--- src/rtl/core/ftdc_pkg.sv ---
// ----------------------------------------------------------------------------
// ftdc_pkg: shared types and constants
// Item layouts, configuration set, defrost phase encoding and setpoint table
// for the fridge thermostat and defrost controller.
// ----------------------------------------------------------------------------
package ftdc_pkg;

  localparam int unsigned TEMP_W  = 11;
  localparam int unsigned OFFS_W  = 9;
  localparam int unsigned TIMER_W = 16;
  localparam int unsigned CMP_W   = 12;

  localparam logic [TIMER_W-1:0] SHORT_LOCKOUT_SECONDS = 16'd5;
  localparam logic [TIMER_W-1:0] SUPERFREEZE_MINUTES   = 16'd240;
  localparam logic [TIMER_W-1:0] RUN_MINUTES_MAX       = 16'hFFFF;
  localparam logic [2:0]         EIGHTHS_LAST          = 3'd7;
  localparam logic [5:0]         SECONDS_LAST          = 6'd59;

  typedef enum logic [2:0] {
    FUNC_INIT    = 3'd0,
    FUNC_TICK    = 3'd1,
    FUNC_CONTROL = 3'd2,
    FUNC_DEFROST = 3'd3,
    FUNC_START   = 3'd4
  } func_e;

  typedef enum logic [6:0] {
    PH_IDLE      = 7'b0000001,
    PH_WAIT_COLD = 7'b0000010,
    PH_COMPR_OFF = 7'b0000100,
    PH_HEAT_ON   = 7'b0001000,
    PH_HEATING   = 7'b0010000,
    PH_HEAT_OFF  = 7'b0100000,
    PH_RESTART   = 7'b1000000
  } phase_e;

  typedef enum logic [2:0] {
    REG_ON_OFFSET      = 3'd0,
    REG_OFF_OFFSET     = 3'd1,
    REG_EVA_START_TEMP = 3'd2,
    REG_EVA_STOP_TEMP  = 3'd3,
    REG_LOCKOUT_SEC    = 3'd4,
    REG_HEATER_MAX_SEC = 3'd5,
    REG_PASSIVE_SEC    = 3'd6,
    REG_INTERVAL_MIN   = 3'd7
  } reg_idx_e;

  typedef struct packed {
    logic signed [OFFS_W-1:0]  on_offset;
    logic signed [OFFS_W-1:0]  off_offset;
    logic signed [TEMP_W-1:0]  eva_defrost_start_temp;
    logic signed [TEMP_W-1:0]  eva_defrost_stop_temp;
    logic [TIMER_W-1:0]        compressor_lockout_seconds;
    logic [TIMER_W-1:0]        heater_max_seconds;
    logic [TIMER_W-1:0]        passive_defrost_seconds;
    logic [TIMER_W-1:0]        defrost_interval_minutes;
  } cfg_t;

  typedef struct packed {
    func_e                     func;
    logic signed [TEMP_W-1:0]  cabinet_temp;
    logic signed [TEMP_W-1:0]  evaporator_temp;
    logic [3:0]                setpoint_index;
    logic                      eva_overheat_error;
    logic                      eva_sensor_error;
    logic                      cabinet_sensor_error;
    logic                      superfreeze_set;
    logic                      defrost_on_start;
  } item_t;

  typedef struct packed {
    logic       compressor_on;
    logic       heater_on;
    logic [2:0] defrost_phase;
    logic       superfreeze_active;
    logic       defrost_flag_clear;
  } result_t;

  // setpoints -16 to -24 degrees in tenths, indices past the table clamp
  function automatic logic signed [CMP_W-1:0] setpoint_tenths(input logic [3:0] idx);
    logic signed [CMP_W-1:0] sp;
    case (idx)
      4'd0:    sp = -12'sd160;
      4'd1:    sp = -12'sd170;
      4'd2:    sp = -12'sd180;
      4'd3:    sp = -12'sd190;
      4'd4:    sp = -12'sd200;
      4'd5:    sp = -12'sd210;
      4'd6:    sp = -12'sd220;
      4'd7:    sp = -12'sd230;
      default: sp = -12'sd240;
    endcase
    return sp;
  endfunction

  function automatic logic [2:0] phase_code(input phase_e ph);
    logic [2:0] code;
    case (ph)
      PH_IDLE:      code = 3'd0;
      PH_WAIT_COLD: code = 3'd1;
      PH_COMPR_OFF: code = 3'd2;
      PH_HEAT_ON:   code = 3'd3;
      PH_HEATING:   code = 3'd4;
      PH_HEAT_OFF:  code = 3'd5;
      PH_RESTART:   code = 3'd6;
      default:      code = 3'd0;
    endcase
    return code;
  endfunction

endpackage

--- src/rtl/core/ftdc_regs.sv ---
// ----------------------------------------------------------------------------
// ftdc_regs: configuration register file
// APB-style write/read access to the eight thresholds and timer settings.
// ----------------------------------------------------------------------------
module ftdc_regs (
  input  logic              clk_i,
  input  logic              rst_ni,
  input  logic              psel,
  input  logic              penable,
  input  logic              pwrite,
  input  logic [4:0]        paddr,
  input  logic [31:0]       pwdata,
  output logic [31:0]       prdata,
  output logic              pready,
  output ftdc_pkg::cfg_t    cfg_o
);

  ftdc_pkg::cfg_t     cfg_q;
  ftdc_pkg::reg_idx_e idx;
  logic               wr_en;

  assign pready = 1'b1;
  assign idx    = ftdc_pkg::reg_idx_e'(paddr[4:2]);
  assign wr_en  = psel & penable & pwrite;
  assign cfg_o  = cfg_q;

  always_ff @(posedge clk_i or negedge rst_ni) begin
    if (!rst_ni) begin
      cfg_q.on_offset                  <= 9'sd20;
      cfg_q.off_offset                 <= -9'sd20;
      cfg_q.eva_defrost_start_temp     <= -11'sd200;
      cfg_q.eva_defrost_stop_temp      <= 11'sd100;
      cfg_q.compressor_lockout_seconds <= 16'd300;
      cfg_q.heater_max_seconds         <= 16'd2400;
      cfg_q.passive_defrost_seconds    <= 16'd600;
      cfg_q.defrost_interval_minutes   <= 16'd480;
    end else if (wr_en) begin
      case (idx)
        ftdc_pkg::REG_ON_OFFSET:      cfg_q.on_offset <= pwdata[8:0];
        ftdc_pkg::REG_OFF_OFFSET:     cfg_q.off_offset <= pwdata[8:0];
        ftdc_pkg::REG_EVA_START_TEMP: cfg_q.eva_defrost_start_temp <= pwdata[10:0];
        ftdc_pkg::REG_EVA_STOP_TEMP:  cfg_q.eva_defrost_stop_temp <= pwdata[10:0];
        ftdc_pkg::REG_LOCKOUT_SEC:    cfg_q.compressor_lockout_seconds <= pwdata[15:0];
        ftdc_pkg::REG_HEATER_MAX_SEC: cfg_q.heater_max_seconds <= pwdata[15:0];
        ftdc_pkg::REG_PASSIVE_SEC:    cfg_q.passive_defrost_seconds <= pwdata[15:0];
        ftdc_pkg::REG_INTERVAL_MIN:   cfg_q.defrost_interval_minutes <= pwdata[15:0];
        default: ;
      endcase
    end
  end

  always_comb begin
    case (idx)
      ftdc_pkg::REG_ON_OFFSET:      prdata = {23'd0, cfg_q.on_offset};
      ftdc_pkg::REG_OFF_OFFSET:     prdata = {23'd0, cfg_q.off_offset};
      ftdc_pkg::REG_EVA_START_TEMP: prdata = {21'd0, cfg_q.eva_defrost_start_temp};
      ftdc_pkg::REG_EVA_STOP_TEMP:  prdata = {21'd0, cfg_q.eva_defrost_stop_temp};
      ftdc_pkg::REG_LOCKOUT_SEC:    prdata = {16'd0, cfg_q.compressor_lockout_seconds};
      ftdc_pkg::REG_HEATER_MAX_SEC: prdata = {16'd0, cfg_q.heater_max_seconds};
      ftdc_pkg::REG_PASSIVE_SEC:    prdata = {16'd0, cfg_q.passive_defrost_seconds};
      ftdc_pkg::REG_INTERVAL_MIN:   prdata = {16'd0, cfg_q.defrost_interval_minutes};
      default:                      prdata = 32'd0;
    endcase
  end

endmodule

--- src/rtl/core/ftdc_ctrl.sv ---
// ----------------------------------------------------------------------------
// ftdc_ctrl: thermostat state and next-state logic
// Holds prescaler, timers, compressor/heater state and the defrost sequencer;
// computes the state after one item and the result it reports.
// ----------------------------------------------------------------------------
module ftdc_ctrl (
  input  logic                clk_i,
  input  logic                rst_ni,
  input  logic                step_i,
  input  ftdc_pkg::item_t     item_i,
  input  ftdc_pkg::cfg_t      cfg_i,
  output ftdc_pkg::result_t   res_o
);

  logic                  tick_q, tick_d;
  logic [2:0]            eighth_q, eighth_d;
  logic [5:0]            msec_q, msec_d;
  logic                  comp_q, comp_d;
  logic                  heat_q, heat_d;
  ftdc_pkg::phase_e      phase_q, phase_d;
  logic [15:0]           lockout_q, lockout_d;
  logic [15:0]           hcount_q, hcount_d;
  logic [15:0]           run_q, run_d;
  logic                  sf_q, sf_d;
  logic [15:0]           sfleft_q, sfleft_d;
  logic                  pulse;

  logic signed [11:0]    sp, on_t, off_t, cab, eva;
  logic                  fault;
  logic [15:0]           sf_dec;

  assign sp    = ftdc_pkg::setpoint_tenths(item_i.setpoint_index);
  assign on_t  = sp + 12'(cfg_i.on_offset);
  assign off_t = sp + 12'(cfg_i.off_offset);
  assign cab   = 12'(item_i.cabinet_temp);
  assign eva   = 12'(item_i.evaporator_temp);
  assign fault = item_i.eva_overheat_error | item_i.eva_sensor_error
               | item_i.cabinet_sensor_error;
  assign sf_dec = sfleft_q - 16'd1;

  always_comb begin
    tick_d    = tick_q;
    eighth_d  = eighth_q;
    msec_d    = msec_q;
    comp_d    = comp_q;
    heat_d    = heat_q;
    phase_d   = phase_q;
    lockout_d = lockout_q;
    hcount_d  = hcount_q;
    run_d     = run_q;
    sfleft_d  = sfleft_q;
    sf_d      = sf_q | item_i.superfreeze_set;
    pulse     = 1'b0;

    case (item_i.func)
      ftdc_pkg::FUNC_INIT: begin
        lockout_d = (cab >= on_t) ? ftdc_pkg::SHORT_LOCKOUT_SECONDS
                                  : cfg_i.compressor_lockout_seconds;
        comp_d   = 1'b0;
        tick_d   = 1'b0;
        heat_d   = 1'b0;
        run_d    = 16'd0;
        sfleft_d = ftdc_pkg::SUPERFREEZE_MINUTES;
        sf_d     = 1'b0;
        phase_d  = item_i.defrost_on_start ? ftdc_pkg::PH_WAIT_COLD : ftdc_pkg::PH_IDLE;
      end
      ftdc_pkg::FUNC_TICK: begin
        tick_d = 1'b1;
      end
      ftdc_pkg::FUNC_CONTROL: begin
        // prescaler: eight ticks make a second, sixty seconds a minute
        if (tick_q) begin
          tick_d = 1'b0;
          if (eighth_q == ftdc_pkg::EIGHTHS_LAST) begin
            eighth_d = 3'd0;
            if (lockout_q != 16'd0) lockout_d = lockout_q - 16'd1;
            if (hcount_q != 16'd0) hcount_d = hcount_q - 16'd1;
            if (msec_q == ftdc_pkg::SECONDS_LAST) begin
              msec_d = 6'd0;
              if (sf_d) begin
                if (sf_dec == 16'd0) begin
                  sf_d     = 1'b0;
                  sfleft_d = ftdc_pkg::SUPERFREEZE_MINUTES;
                end else begin
                  sfleft_d = sf_dec;
                end
              end
              if (comp_q && phase_q == ftdc_pkg::PH_IDLE &&
                  run_q != ftdc_pkg::RUN_MINUTES_MAX) begin
                run_d = run_q + 16'd1;
              end
              if (phase_q == ftdc_pkg::PH_IDLE && run_d >= cfg_i.defrost_interval_minutes) begin
                phase_d = ftdc_pkg::PH_WAIT_COLD;
              end
            end else begin
              msec_d = msec_q + 6'd1;
            end
          end else begin
            eighth_d = eighth_q + 3'd1;
          end
        end
        // hysteresis with lockout, held off on a fault or while defrost owns the compressor
        if (fault || (phase_d != ftdc_pkg::PH_IDLE && phase_d != ftdc_pkg::PH_WAIT_COLD)) begin
          if (comp_q) begin
            comp_d    = 1'b0;
            lockout_d = cfg_i.compressor_lockout_seconds;
          end
        end else if (!comp_q) begin
          if ((sf_d || cab >= on_t) && lockout_d == 16'd0) comp_d = 1'b1;
        end else if (!sf_d && cab <= off_t) begin
          comp_d    = 1'b0;
          lockout_d = cfg_i.compressor_lockout_seconds;
        end
      end
      ftdc_pkg::FUNC_DEFROST: begin
        if (fault) begin
          heat_d = 1'b0;
        end else begin
          case (phase_q)
            ftdc_pkg::PH_IDLE: begin
              heat_d = 1'b0;
            end
            ftdc_pkg::PH_WAIT_COLD: begin
              if (eva <= 12'(cfg_i.eva_defrost_start_temp)) phase_d = ftdc_pkg::PH_COMPR_OFF;
              heat_d = 1'b0;
            end
            ftdc_pkg::PH_COMPR_OFF: begin
              comp_d    = 1'b0;
              lockout_d = cfg_i.compressor_lockout_seconds;
              phase_d   = ftdc_pkg::PH_HEAT_ON;
            end
            ftdc_pkg::PH_HEAT_ON: begin
              heat_d   = 1'b1;
              hcount_d = cfg_i.heater_max_seconds;
              phase_d  = ftdc_pkg::PH_HEATING;
            end
            ftdc_pkg::PH_HEATING: begin
              heat_d = 1'b1;
              if (eva >= 12'(cfg_i.eva_defrost_stop_temp) || hcount_q == 16'd0) begin
                phase_d = ftdc_pkg::PH_HEAT_OFF;
              end
            end
            ftdc_pkg::PH_HEAT_OFF: begin
              heat_d = 1'b0;
              if (lockout_q < cfg_i.passive_defrost_seconds) begin
                lockout_d = cfg_i.passive_defrost_seconds;
              end
              phase_d = ftdc_pkg::PH_RESTART;
            end
            ftdc_pkg::PH_RESTART: begin
              if (lockout_q == 16'd0) begin
                if (cab > off_t) comp_d = 1'b1;
                heat_d  = 1'b0;
                phase_d = ftdc_pkg::PH_IDLE;
                run_d   = 16'd0;
                pulse   = item_i.defrost_on_start;
              end
            end
            default: ;
          endcase
        end
      end
      ftdc_pkg::FUNC_START: begin
        phase_d = ftdc_pkg::PH_WAIT_COLD;
      end
      default: ;
    endcase
  end

  always_ff @(posedge clk_i or negedge rst_ni) begin
    if (!rst_ni) begin
      tick_q    <= 1'b0;
      eighth_q  <= 3'd0;
      msec_q    <= 6'd0;
      comp_q    <= 1'b0;
      heat_q    <= 1'b0;
      phase_q   <= ftdc_pkg::PH_IDLE;
      lockout_q <= 16'd0;
      hcount_q  <= 16'd0;
      run_q     <= 16'd0;
      sf_q      <= 1'b0;
      sfleft_q  <= ftdc_pkg::SUPERFREEZE_MINUTES;
    end else if (step_i) begin
      tick_q    <= tick_d;
      eighth_q  <= eighth_d;
      msec_q    <= msec_d;
      comp_q    <= comp_d;
      heat_q    <= heat_d;
      phase_q   <= phase_d;
      lockout_q <= lockout_d;
      hcount_q  <= hcount_d;
      run_q     <= run_d;
      sf_q      <= sf_d;
      sfleft_q  <= sfleft_d;
    end
  end

  assign res_o.compressor_on      = comp_d;
  assign res_o.heater_on          = heat_d;
  assign res_o.defrost_phase      = ftdc_pkg::phase_code(phase_d);
  assign res_o.superfreeze_active = sf_d;
  assign res_o.defrost_flag_clear = pulse;

endmodule

--- src/rtl/core/fridge_thermostat_defrost_controller_core.sv ---
// ----------------------------------------------------------------------------
// fridge_thermostat_defrost_controller_core: refrigerator thermostat top level
// Input register, controller state update and result register, plus the
// configuration register file.
// ----------------------------------------------------------------------------
// Takes one item per clock when the result side keeps up; each item yields
// exactly one result: it is held in the input register, then the state update
// and the result capture happen together when it advances. The rate is set by
// the single state update per cycle in the controller. The user must write the
// configuration registers only while no item is in flight; it is not enforced.
module fridge_thermostat_defrost_controller_core (
  input  logic        clk_i,
  input  logic        rst_ni,
  input  logic        s_axis_tvalid_i,
  output logic        s_axis_tready_o,
  // [10:0] cabinet_temp, [21:11] evaporator_temp, [25:22] setpoint_index,
  // [26] eva_overheat_error, [27] eva_sensor_error, [28] cabinet_sensor_error,
  // [29] superfreeze_set, [30] defrost_on_start, [31] ignored
  input  logic [31:0] s_axis_tdata_i,
  // [2:0] func
  input  logic [2:0]  s_axis_tuser_i,
  output logic        m_axis_tvalid_o,
  input  logic        m_axis_tready_i,
  // [0] compressor_on, [1] heater_on, [4:2] defrost_phase,
  // [5] superfreeze_active, [6] defrost_flag_clear, [7] zero
  output logic [7:0]  m_axis_tdata_o,
  input  logic        psel,
  input  logic        penable,
  input  logic        pwrite,
  input  logic [4:0]  paddr,
  input  logic [31:0] pwdata,
  output logic [31:0] prdata,
  output logic        pready
);

  ftdc_pkg::cfg_t     cfg;
  ftdc_pkg::item_t    item_q;
  ftdc_pkg::result_t  res;
  ftdc_pkg::result_t  res_q;
  logic               in_valid_q;
  logic               out_valid_q;
  logic               advance;
  logic               in_take;

  ftdc_regs u_regs (
    .clk_i   (clk_i),
    .rst_ni  (rst_ni),
    .psel    (psel),
    .penable (penable),
    .pwrite  (pwrite),
    .paddr   (paddr),
    .pwdata  (pwdata),
    .prdata  (prdata),
    .pready  (pready),
    .cfg_o   (cfg)
  );

  assign advance         = in_valid_q & (~out_valid_q | m_axis_tready_i);
  assign s_axis_tready_o = ~in_valid_q | advance;
  assign in_take         = s_axis_tvalid_i & s_axis_tready_o;

  always_ff @(posedge clk_i or negedge rst_ni) begin
    if (!rst_ni) begin
      in_valid_q  <= 1'b0;
      out_valid_q <= 1'b0;
    end else begin
      in_valid_q <= in_take | (in_valid_q & ~advance);
      if (advance) begin
        out_valid_q <= 1'b1;
      end else if (m_axis_tready_i) begin
        out_valid_q <= 1'b0;
      end
    end
  end

  always_ff @(posedge clk_i) begin
    if (in_take) begin
      item_q.func                 <= ftdc_pkg::func_e'(s_axis_tuser_i);
      item_q.cabinet_temp         <= s_axis_tdata_i[10:0];
      item_q.evaporator_temp      <= s_axis_tdata_i[21:11];
      item_q.setpoint_index       <= s_axis_tdata_i[25:22];
      item_q.eva_overheat_error   <= s_axis_tdata_i[26];
      item_q.eva_sensor_error     <= s_axis_tdata_i[27];
      item_q.cabinet_sensor_error <= s_axis_tdata_i[28];
      item_q.superfreeze_set      <= s_axis_tdata_i[29];
      item_q.defrost_on_start     <= s_axis_tdata_i[30];
    end
    if (advance) begin
      res_q <= res;
    end
  end

  ftdc_ctrl u_ctrl (
    .clk_i  (clk_i),
    .rst_ni (rst_ni),
    .step_i (advance),
    .item_i (item_q),
    .cfg_i  (cfg),
    .res_o  (res)
  );

  assign m_axis_tvalid_o = out_valid_q;
  assign m_axis_tdata_o  = {1'b0, res_q.defrost_flag_clear, res_q.superfreeze_active,
                            res_q.defrost_phase, res_q.heater_on, res_q.compressor_on};

endmodule

--- config.mk ---
export PLATFORM = sky130hd
export DESIGN_NAME = fridge_thermostat_defrost_controller_core
export DESIGN_NICKNAME = d
export VERILOG_FILES = /design/src/rtl/core/ftdc_pkg.sv /design/src/rtl/core/ftdc_regs.sv /design/src/rtl/core/ftdc_ctrl.sv /design/src/rtl/core/fridge_thermostat_defrost_controller_core.sv
export SDC_FILE = /design/constraint.sdc
export NUM_CORES = 1
export LEC_CHECK = 0
export BUFFER_PORTS_ARGS = -buffer_cell sky130_fd_sc_hd__buf_2
export CAP_MARGIN = 20
export CORE_MARGIN = 8
export CORE_UTILIZATION = 50
export CTS_BUF_LIST = sky130_fd_sc_hd__clkbuf_8
export DETAILED_ROUTE_END_ITERATION = 8
export PLACE_DENSITY = 0.71
export SETUP_SLACK_MARGIN = 0.2
export SLEW_MARGIN = 10
export SYNTH_ARGS = -nofsm -noshare
export SYNTH_HDL_FRONTEND = slang
export SYNTH_SLANG_ARGS = --single-unit
--- constraint.sdc ---
create_clock -name clk_i -period 9.93 [get_ports clk_i]
set_input_delay 0 -clock clk_i [delete_from_list [all_inputs] [get_ports clk_i]]
set_output_delay 0 -clock clk_i [all_outputs]
set_load 0.02 [all_outputs]
==> flow_results.org, run 1 <==
** Final layout
- Measured on the finished design, the core utilization comes to 57.8%.
- Total Nets Final :: 1966
- Excluding fillers, the count of instances in the completed layout stands at 2214.
- Sequential cell area :: 6150 sq um
- Compared with the post-synthesis result, the final layout area differs by 14.2%.
- Diode count :: 0
- Multi-input gate area in the final layout :: 8580 sq um
- # fillers :: 2673
- Proportion of layout cells with a drive suffix above 1 :: 17.8%
- The finished cells cover 17600 sq um.

** Hold path
- Along the worst hold path, the cell count comes to 5.
- The path class of the tightest hold or removal check is in -> reg.
- Hold endpoint :: u_regs.cfg_o[19]
- Hold Path Origin :: pwrite

** Global route
- In the global route stage, overall resource usage came out at 23.9%.
- The first global-routing pass estimated 70.6 mm of wire.
- The initial antenna violation count is 0.
- Via count of the first global-routing pass :: 13200
- Gr ovfl total :: 0
- Entering global routing, the biggest net connects 120 pins.

** Pwr
- Combinational logic is responsible for 25.9% of the overall power.
- Switching part of the total :: 34.0%
- Registers are responsible for 42.0% of the overall power.
- Net load switching power :: 1.08 mW
- The worst-case IR drop observed on VDD is 0.163 mV.
- Total power per unit cell area :: 179 nW/um^2
- Internal cell power :: 2.09 mW
- Clock network power share :: 32.2%
- Power Total :: 3.16 mW
- Static leakage :: 7.56 nW

** Yosys
- Mean area per synthesized cell :: 9.30 sq um
- For this run, the leading register cell type out of synthesis is sky130_fd_sc_hd__dfrtp_1.
- Post-synthesis sequential area ratio :: 39.8%
- Cell taking the most area after synthesis :: sky130_fd_sc_hd__dfrtp_1
- Synthesized netlist cell count :: 1661
- Ranked by instance count, the synthesized netlist is headed by sky130_fd_sc_hd__o21ai_0, sky130_fd_sc_hd__dfrtp_1, sky130_fd_sc_hd__nand2_1.
- Sorting the synthesized cells by area gives the leading types as sky130_fd_sc_hd__dfrtp_1, sky130_fd_sc_hd__ha_1, sky130_fd_sc_hd__edfxtp_1.
- Summed over its instances, the top area cell type makes up 24.6% of the synthesized netlist area.
- Number of enable flip-flop cells after synthesis :: 41
- Count of state elements after synthesis :: 237
- Cell area after technology mapping :: 15400 sq um
- Yosys mapped the design onto 93 distinct sky130hd cell types.
- In the post-synthesis netlist, the cell with the most instances is sky130_fd_sc_hd__o21ai_0.
- Async set-reset flop share out of synthesis :: 80.2%
- For this run, the number of Yosys warnings is 0.

** CTS
- For the worst-skew pair, the clock arrives at the later sink with an insertion delay of 0.57 ns.
- Clock tree synthesis selected as its root buffer the cell sky130_fd_sc_hd__clkbuf_8.
- Setup Fix Bufs, Post-CTS :: 0
- Clock sink count :: 237
- Depth of the CTS H-tree :: 2
- TritonCTS clock tree :: done
- Maximum count of clock buffers along a single path :: 3
- Num CTS Buffers :: 43
- After clock tree synthesis, the clock-pin slew on the worst setup and hold paths is 0.07 ns.

** Floorplanning
- Chip width :: 192 um
- The die covers 36800 sq um.
- Vertical extent of the die :: 192 um
- For this design the top-level I/O count stands at 122.
- The floorplan has 64 rows.
- For this configuration, the core starts out at a cell density of 50.6%.
- The core region is 30500 sq um.

** Critical path
- STA classifies the critical path startpoint as a flop.
- Of all nets on the critical path, the largest fanout is 21.
- STA puts the critical path data arrival time at 5.72 ns.
- In this run the worst setup path begins at u_ctrl.comp_q.
- Required time of the worst setup path :: 10.21 ns
- Worst R2R Setup Slack :: 4.49 ns
- Setup crit end kind :: flop
- Launch point of the worst reg-to-reg path :: u_ctrl.comp_q
- Worst reg2reg path depth :: 16
- Start-to-end type of the worst setup path :: reg -> reg
- FF-to-FF End :: m_axis_tdata_o[2]

** Route
- Summing over every cut layer, the via total after detailed routing is 13400.
- For this run, the detailed router's first-pass iteration total came to 5.
- After detailed routing, the number of remaining DRC violations is 0.
- DRC violation total after the first TritonRoute iteration :: 1092
- Per-cell routed wire length :: 20.0 um
- Routed via count divided by cell count :: 6.04
- Count of antenna-violating nets left after detailed routing :: 0
- WL final :: 44.3 mm

** STA
- The clock arrives with 0.0318 ns of skew.
- Dividing the final minimum period by the clock period gives 54.8%.
- For this run, the top clock speed supported by timing is 0.184 GHz.
- Final count of hold timing violations :: 0
- Adding up every negative setup slack in the final design gives 0 ns.
- Final Critical Period :: 5.44 ns
- The count of pins over their slew limit came to 0.
- Measured against its own limit, the worst slew margin works out to 21.2%.
- Count of endpoints failing setup in the final report :: 0
- Setup slack closes at 4.49 ns.
- Hold_ws :: 0.0726 ns
- Unrepaired setup endpoints after global routing :: no
- Worst-margin pin slew :: 1.18 ns

** Outcome
- The flow ran to the end, and the final reports show no timing, DRC or antenna violations.

** Place
- At the end of routability-driven placement, the weighted congestion stood at 0.946.
- At the placement stage, the worst setup path has a slack of 4.59 ns.
- Summed over all nets, the half-perimeter wirelength after detailed placement is 31.8 mm.
- Cell count after placement :: 2076
- Number of port buffers :: 84
- In this run the cell area measured after placement is 16100 sq um.

** Flow run
- Count of max-cap constraint violations :: 0
==> power by group through the flow <==
stage | Combinational (mW) | Clock (mW) | Sequential (mW)
4_1_cts | 0.811 | 1.04 | 1.32
3_3_place_gp | 0.758 | 0 | 1.33
2_1_floorplan | 0.589 | 0 | 1.28
5_1_grt | 0.912 | 1.08 | 1.35
3_5_place_dp | 0.789 | 0 | 1.34
6_report | 0.818 | 1.02 | 1.33
==> kinds of logic (layout without fill, tap and decap cells) <==
group	Yosys count	count (layout)	share of synthesized area, %
simple gates	538	538	17.6
compound gates	457	457	19.2
flops	237	237	39.8
buf+inv	187	328	5.22
fa+ha+maj	104	104	8.52
mux	92	92	7.11
xor+xnor	44	44	2.49
other cells	2	18	0.0486
==> state kept, by name, indices dropped and copies added, names as in the netlist, 3 cells and up, named ones only <==
register and count:
u_regs.cfg_o 104, item_q 34, u_ctrl.hcount_q 16, u_ctrl.lockout_q 16, u_ctrl.run_q 16, u_ctrl.sfleft_q 16, m_axis_tdata_o 7, u_ctrl.phase_q 7
u_ctrl.msec_q 6, u_ctrl.eighth_q 3
==> worst max-delay path by stage <==
stage	cells after the start	end
floorplan	18	u_ctrl.lockout_q[10]
global placement	15	m_axis_tdata_o[2]
global route	15	m_axis_tdata_o[4]
finish	16	m_axis_tdata_o[2]
CTS	16	m_axis_tdata_o[2]
detailed placement	15	m_axis_tdata_o[4]
==> layout by cell type, fill, tap and decap left out, drive strengths merged, types with 13 or more instances in the layout <==
cell type / n
conb: 18
nand4: 19
dfrtp: 152
nor2: 129
nand2: 149
nand3: 33
nor3: 51
mux2: 69
clkinv: 13
nor2b: 14
nand2b: 22
buf: 101
a21oi: 95
nor4: 19
o21a: 14
and3: 16
xnor2: 32
o21ai: 160
a211oi: 35
a31oi: 15
clkbuf: 53
or3: 19
o31ai: 16
ha: 102
dfstp: 38
mux2i: 16
dlygate4sd3: 54
inv: 101
edfxtp: 41
==> final cells by class <==
class | count | share of cell area, %
multi-input combinational | 1253 | 48.6
sequential | 237 | 34.9
timing repair buffer | 157 | 6.36
clock buffer | 51 | 3.98
tap | 396 | 2.81
inverter | 91 | 1.94
clock inverter | 29 | 1.40
==> critical path, cell delays in order (launching register included) <==
cell	delay (ns)
sky130_fd_sc_hd__dfrtp_1	0.89
sky130_fd_sc_hd__clkinv_1	0.60
sky130_fd_sc_hd__nor4_1	0.65
sky130_fd_sc_hd__o21a_1	0.34
sky130_fd_sc_hd__nand3_1	0.13
sky130_fd_sc_hd__nor2_1	0.29
sky130_fd_sc_hd__nand4_1	0.16
sky130_fd_sc_hd__xnor2_1	0.29
sky130_fd_sc_hd__ha_1	0.31
sky130_fd_sc_hd__nand4_1	0.11
sky130_fd_sc_hd__nor2_1	0.06
sky130_fd_sc_hd__a211o_1	0.31
sky130_fd_sc_hd__a32o_1	0.26
sky130_fd_sc_hd__o21ai_0	0.17
sky130_fd_sc_hd__o311a_1	0.33
sky130_fd_sc_hd__xnor2_1	0.16
sky130_fd_sc_hd__a211oi_1	0.09
==> per-layer routing <==
metal / part of all wire, % / wire length [um] / GRT usage (%) / up-vias
li1: - / - / - / 6294
met1: 43 / 18900 / 31.2 / 6493
met2: 47 / 20800 / 38.9 / 501
met3: 7.1 / 3140 / 4.45 / 88
met4: 3.2 / 1410 / 8.94 / 0
met5: 0 / 0 / 0 / -
==> repair_timing <==
| item | in CTS | in global routing |
|---|---|---|
| hold buffers | 54 | 0 |
| endpoints found under the hold margin | 241 | 0 |
| resized for setup | 0 | 0 |
Power figures use the tool's default switching activity.
==> run 2, diff against run 1 <==
- ABC_AREA: default -> 1
- clock period: 9.93 -> 5.4 ns (I/O delays scaled with it)
==> run 2 against run 1 <==
Against the previous run:
- clock skew grew 0.024 ns
- global-route usage decreased by 0.14 points
- clock power rose by 79%
- core utilization is 0.41 points lower
- sequential share of layout area down 0.83 points
- combinational power grew to 2.7 times the previous value
- critical path depth up 14
- maximum frequency grew 30%
- sequential cell count stayed put
- routed wire length rose by 2.5%
- non-clock buffer count shrank 6
- synthesized cell count up 30%
- critical endpoint unchanged
==> flow_results.org, run 2 <==
** Outcome
- Status :: complete, no violations (unchanged)

** Yosys
- Count of state elements after synthesis :: 237 (unchanged)
- The biggest area consumer among synthesized cells was sky130_fd_sc_hd__dfrtp_1 (unchanged).
- Synth top cells by count :: sky130_fd_sc_hd__nand2_1, sky130_fd_sc_hd__inv_1, sky130_fd_sc_hd__o21ai_0 (was sky130_fd_sc_hd__o21ai_0, sky130_fd_sc_hd__dfrtp_1, sky130_fd_sc_hd__nand2_1)
- The average cell area after synthesis is 7.36 sq um (was 9.30 sq um).
- Dominant synthesized flop cell :: sky130_fd_sc_hd__dfrtp_1 (unchanged)
- The top cell type's share of synthesized area was 23.8% (was 24.6%).
- Count of cell types in the netlist :: 63 (was 93)
- Async set-reset flop share out of synthesis :: 80.2% (unchanged)
- Top area cells in the synthesized netlist :: sky130_fd_sc_hd__dfrtp_1, sky130_fd_sc_hd__nand2_1, sky130_fd_sc_hd__ha_1 (was sky130_fd_sc_hd__dfrtp_1, sky130_fd_sc_hd__ha_1, sky130_fd_sc_hd__edfxtp_1)
- The number of enable-type register cells in the synthesized netlist came to 41 (unchanged).
- Count of warnings emitted by yosys :: 0 (unchanged)
- The cell area after synthesis was 15900 sq um (was 15400 sq um).
- Most common cell in the synthesized netlist :: sky130_fd_sc_hd__nand2_1 (was sky130_fd_sc_hd__o21ai_0)
- Post-synthesis sequential area ratio :: 38.6% (was 39.8%)
- Synthesized netlist cell count :: 2167 (was 1661)

** Critical path
- The worst reg2reg path depth came to 30 (was 16).
- The arrival time at the worst endpoint was 4.53 ns (was 5.72 ns).
- Standard cell with the maximum stage delay on the critical path :: sky130_fd_sc_hd__dfrtp_1 (unchanged)
- CP max stage delay :: 0.42 ns (was 0.89 ns)
- Start-to-end type of the worst setup path :: reg -> reg (unchanged)
- The launching element type of the critical path is a flop (unchanged).
- Critical path fanouts, max :: 8 (was 21)
- The critical path required time was 5.74 ns (was 10.21 ns).
- The critical path capture point type is a flop (unchanged).

** Final layout
- The growth of design area from synthesis to finish is 13.3% (was 14.2%).
- Diode count :: 0 (unchanged)
- Design area :: 18100 sq um (was 17600 sq um)
- The ratio of cells with drive above 1 in the final layout came to 11.5% (was 17.8%).
- Commonest cells after routing, fill and taps aside :: sky130_fd_sc_hd__nand2_1, sky130_fd_sc_hd__inv_1, sky130_fd_sc_hd__o21ai_0 (was sky130_fd_sc_hd__o21ai_0, sky130_fd_sc_hd__dfrtp_1, sky130_fd_sc_hd__nand2_1)
- Max FFs per register :: 104 (unchanged)
- Most common library cell in the layout ignoring fill and taps :: sky130_fd_sc_hd__nand2_1 (was sky130_fd_sc_hd__o21ai_0)
- The net total in the final layout is 2485 (was 1966).
- # fillers :: 2837 (was 2673)
- The final standard cell utilization of the core was 57.4% (was 57.8%).

** Global route
- Gr ovfl total :: 0 (unchanged)
- Global-route wire length before repair :: 74.0 mm (was 70.6 mm)
- The all-layer global routing usage came to 23.7% (was 23.9%).
- Pin count of the biggest net entering global routing :: 112 (was 120)
- The initial antenna violation count is 1 (was 0).
- Via count of the first global-routing pass :: 14600 (was 13200)

** Floorplanning
- Placeable Area :: 31500 sq um (was 30500 sq um)
- Cell row count :: 65 (was 64)
- The die width is 195 um (was 192 um).
- The overall die area came to 37900 sq um (was 36800 sq um).
- Vertical extent of the die :: 195 um (was 192 um)
- The boundary pin count came to 122 (unchanged).
- Initial standard-cell utilization of the core :: 50.7% (was 50.6%)

** Place
- The routability-driven placement congestion ratio is 0.942 (was 0.946).
- The detailed placement HPWL is 33.1 mm (was 31.8 mm).
- The number of port buffers is 84 (unchanged).
- Total cell area at the placement stage :: 16600 sq um (was 16100 sq um)
- The post-placement worst setup slack is 1.29 ns (was 4.59 ns).

** STA
- The final worst setup slack is 1.21 ns (was 4.49 ns).
- Unrepaired setup endpoints after global routing: no (unchanged).
- Ratio of final minimum period to clock period :: 77.7% (was 54.8%)
- Worst slew margin relative to its limit :: 35.6% (was 21.2%)
- The number of hold violations in the final report was 0 (unchanged).
- The final sum of negative setup slack is 0 ns (unchanged).
- Max Fclk :: 0.238 GHz (was 0.184 GHz)
- Max Transition Viols Final :: 0 (unchanged)
- Worst-margin pin slew :: 0.963 ns (was 1.18 ns)
- Final Critical Period :: 4.19 ns (was 5.44 ns)
- Count of endpoints failing setup in the final report :: 0 (unchanged)
- The worst setup skew after layout was 0.0563 ns (was 0.0318 ns).
- The post-route worst hold slack is 0.0817 ns (was 0.0726 ns).

** Pwr
- Largest voltage drop on the vdd net :: 0.310 mV (was 0.163 mV)
- Static leakage :: 8.90 nW (was 7.56 nW)
- The areal power density over the cells was 362 nW/um^2 (was 179 nW/um^2).

** CTS
- TritonCTS clock tree :: done (unchanged)
- Num CTS Buffers :: 44 (was 43)
- Depth of the CTS H-tree :: 2 (unchanged)
- The post-CTS setup repair buffer count came to 0 (unchanged).
- Worst-skew pair later-pin latency :: 0.62 ns (was 0.57 ns)
- The post-cts gate resize count was 0 (unchanged).
- The count of clock tree sinks was 237 (unchanged).
- Clock input transition at the sequential cells of the worst setup and hold paths :: 0.06 ns (was 0.07 ns)
- The maximum clock path buffer count was 3 (unchanged).
- The root buffer selected by CTS was sky130_fd_sc_hd__clkbuf_8 (unchanged).

** Flow run
- The number of max-cap violations was 0 (unchanged).

** Hold path
- Path class of the lowest-slack min-delay path :: in -> reg (unchanged)
- The cell depth of the worst min-delay path came to 2 (was 5).

** Route
- Number of iterations in the first detailed-routing pass :: 5 (unchanged)
- Per-cell routed wire length :: 16.6 um (was 20.0 um)
- The count of routing violations after the opening detailed-route iteration came to 1172 (was 1092).
- The post-detailed-route DRC marker count came to 0 (unchanged).
- Count of antenna-violating nets left after detailed routing :: 0 (unchanged)
- The number of vias after detailed routing was 15100 (was 13400).
- WL final :: 45.4 mm (was 44.3 mm)
- The post-detailed-route via-to-cell ratio was 5.51 (was 6.04).
==> run 2: cell count changes after synthesis, moves of 19 or more <==
cell                       change
sky130_fd_sc_hd__inv_1       +192
sky130_fd_sc_hd__a21oi_1      +42
sky130_fd_sc_hd__nor2_1       +53
sky130_fd_sc_hd__nor3_1       -26
sky130_fd_sc_hd__xnor2_1      -27
sky130_fd_sc_hd__clkbuf_1     -21
sky130_fd_sc_hd__o22ai_1      +42
sky130_fd_sc_hd__o21ai_0      +27
sky130_fd_sc_hd__or3_1        -19
sky130_fd_sc_hd__nand3_1      +87
sky130_fd_sc_hd__mux2_2       -68
sky130_fd_sc_hd__nand2b_1     -22
sky130_fd_sc_hd__a211oi_1     -31
sky130_fd_sc_hd__nand2_1     +412
==> run 2: kinds of logic after synthesis <==
group	synth area share [%]
other	0.0471
AO/OA/AOI/OAI	14.8
flip-flops	38.6
AND/OR/NAND/NOR	26.5
XOR/XNOR	1.92
buffers and inverters	9.88
adder cells (fa/ha/maj)	8.25
multiplexers	0.0628
==> run 2: report_power, final <==
part	switching, mW	total, mW	internal [mW]
registers	0.333	2.54	2.20
logic	1.43	2.18	0.749
clock network	0.818	1.83	1.01
==> run 2: worst max-delay path: cells and delay by family (launching register included) <==
| family | cells | cell delay [ns] |
|---|---|---|
| adders and majority gates | 1 | 0.29 |
| DFF | 1 | 0.42 |
| buffers and inverters | 4 | 0.37 |
| and+or+nand+nor | 24 | 2.68 |
| xor gates and xnor gates | 1 | 0.18 |
==> run 2: final cells by class <==
cell class	instances	area [sq um]	area share [%]
Clock buffer	51	702	3.89
Clock inverter	31	229	1.27
Inverter	301	1130	6.25
Multi-Input combinational cell	1567	8280	45.8
Sequential cell	237	6150	34.1
Tap cell	402	503	2.78
Timing Repair Buffer	151	1070	5.91
==> run 2: what timing repair did <==
action,CTS,global route
endpoints found under the setup margin,0,0
hold buffers,54,0
endpoints found under the hold margin,248,0
==> run 2: final timing paths <==
path | slack, ns | to | startpoint
max | 1.21 | m_axis_tdata_o[2] | u_ctrl.phase_q[5]
min | 0.08 | item_q[29] | s_axis_tdata_i[9]
max reg2reg | 1.21 | m_axis_tdata_o[2] | u_ctrl.phase_q[5]
min reg2reg | 0.48 | u_ctrl.sf_q | u_ctrl.sf_q
max in group asynchronous | 4.15 | u_regs.cfg_o[79] | rst_ni
min in group asynchronous | 0.10 | u_ctrl.hcount_q[3] | rst_ni
==> run 2: per-layer routing <==
| layer | share of wire, % | GRT usage (%) | up-vias |
|---|---|---|---|
| li1 | - | - | 7361 |
| met1 | 41 | 28.9 | 7054 |
| met2 | 48 | 40.5 | 536 |
| met3 | 6.6 | 3.63 | 139 |
| met4 | 4.5 | 11.8 | 2 |
| met5 | 0.022 | 0 | - |
==> run 2: stage by stage <==
step                cells  power (mW)
floorplan            2183        4.06
global placement     2604        4.58
CTS                  2740        6.55
global route         2740        7.01
finish               2740        6.54
detailed placement   2604        4.67
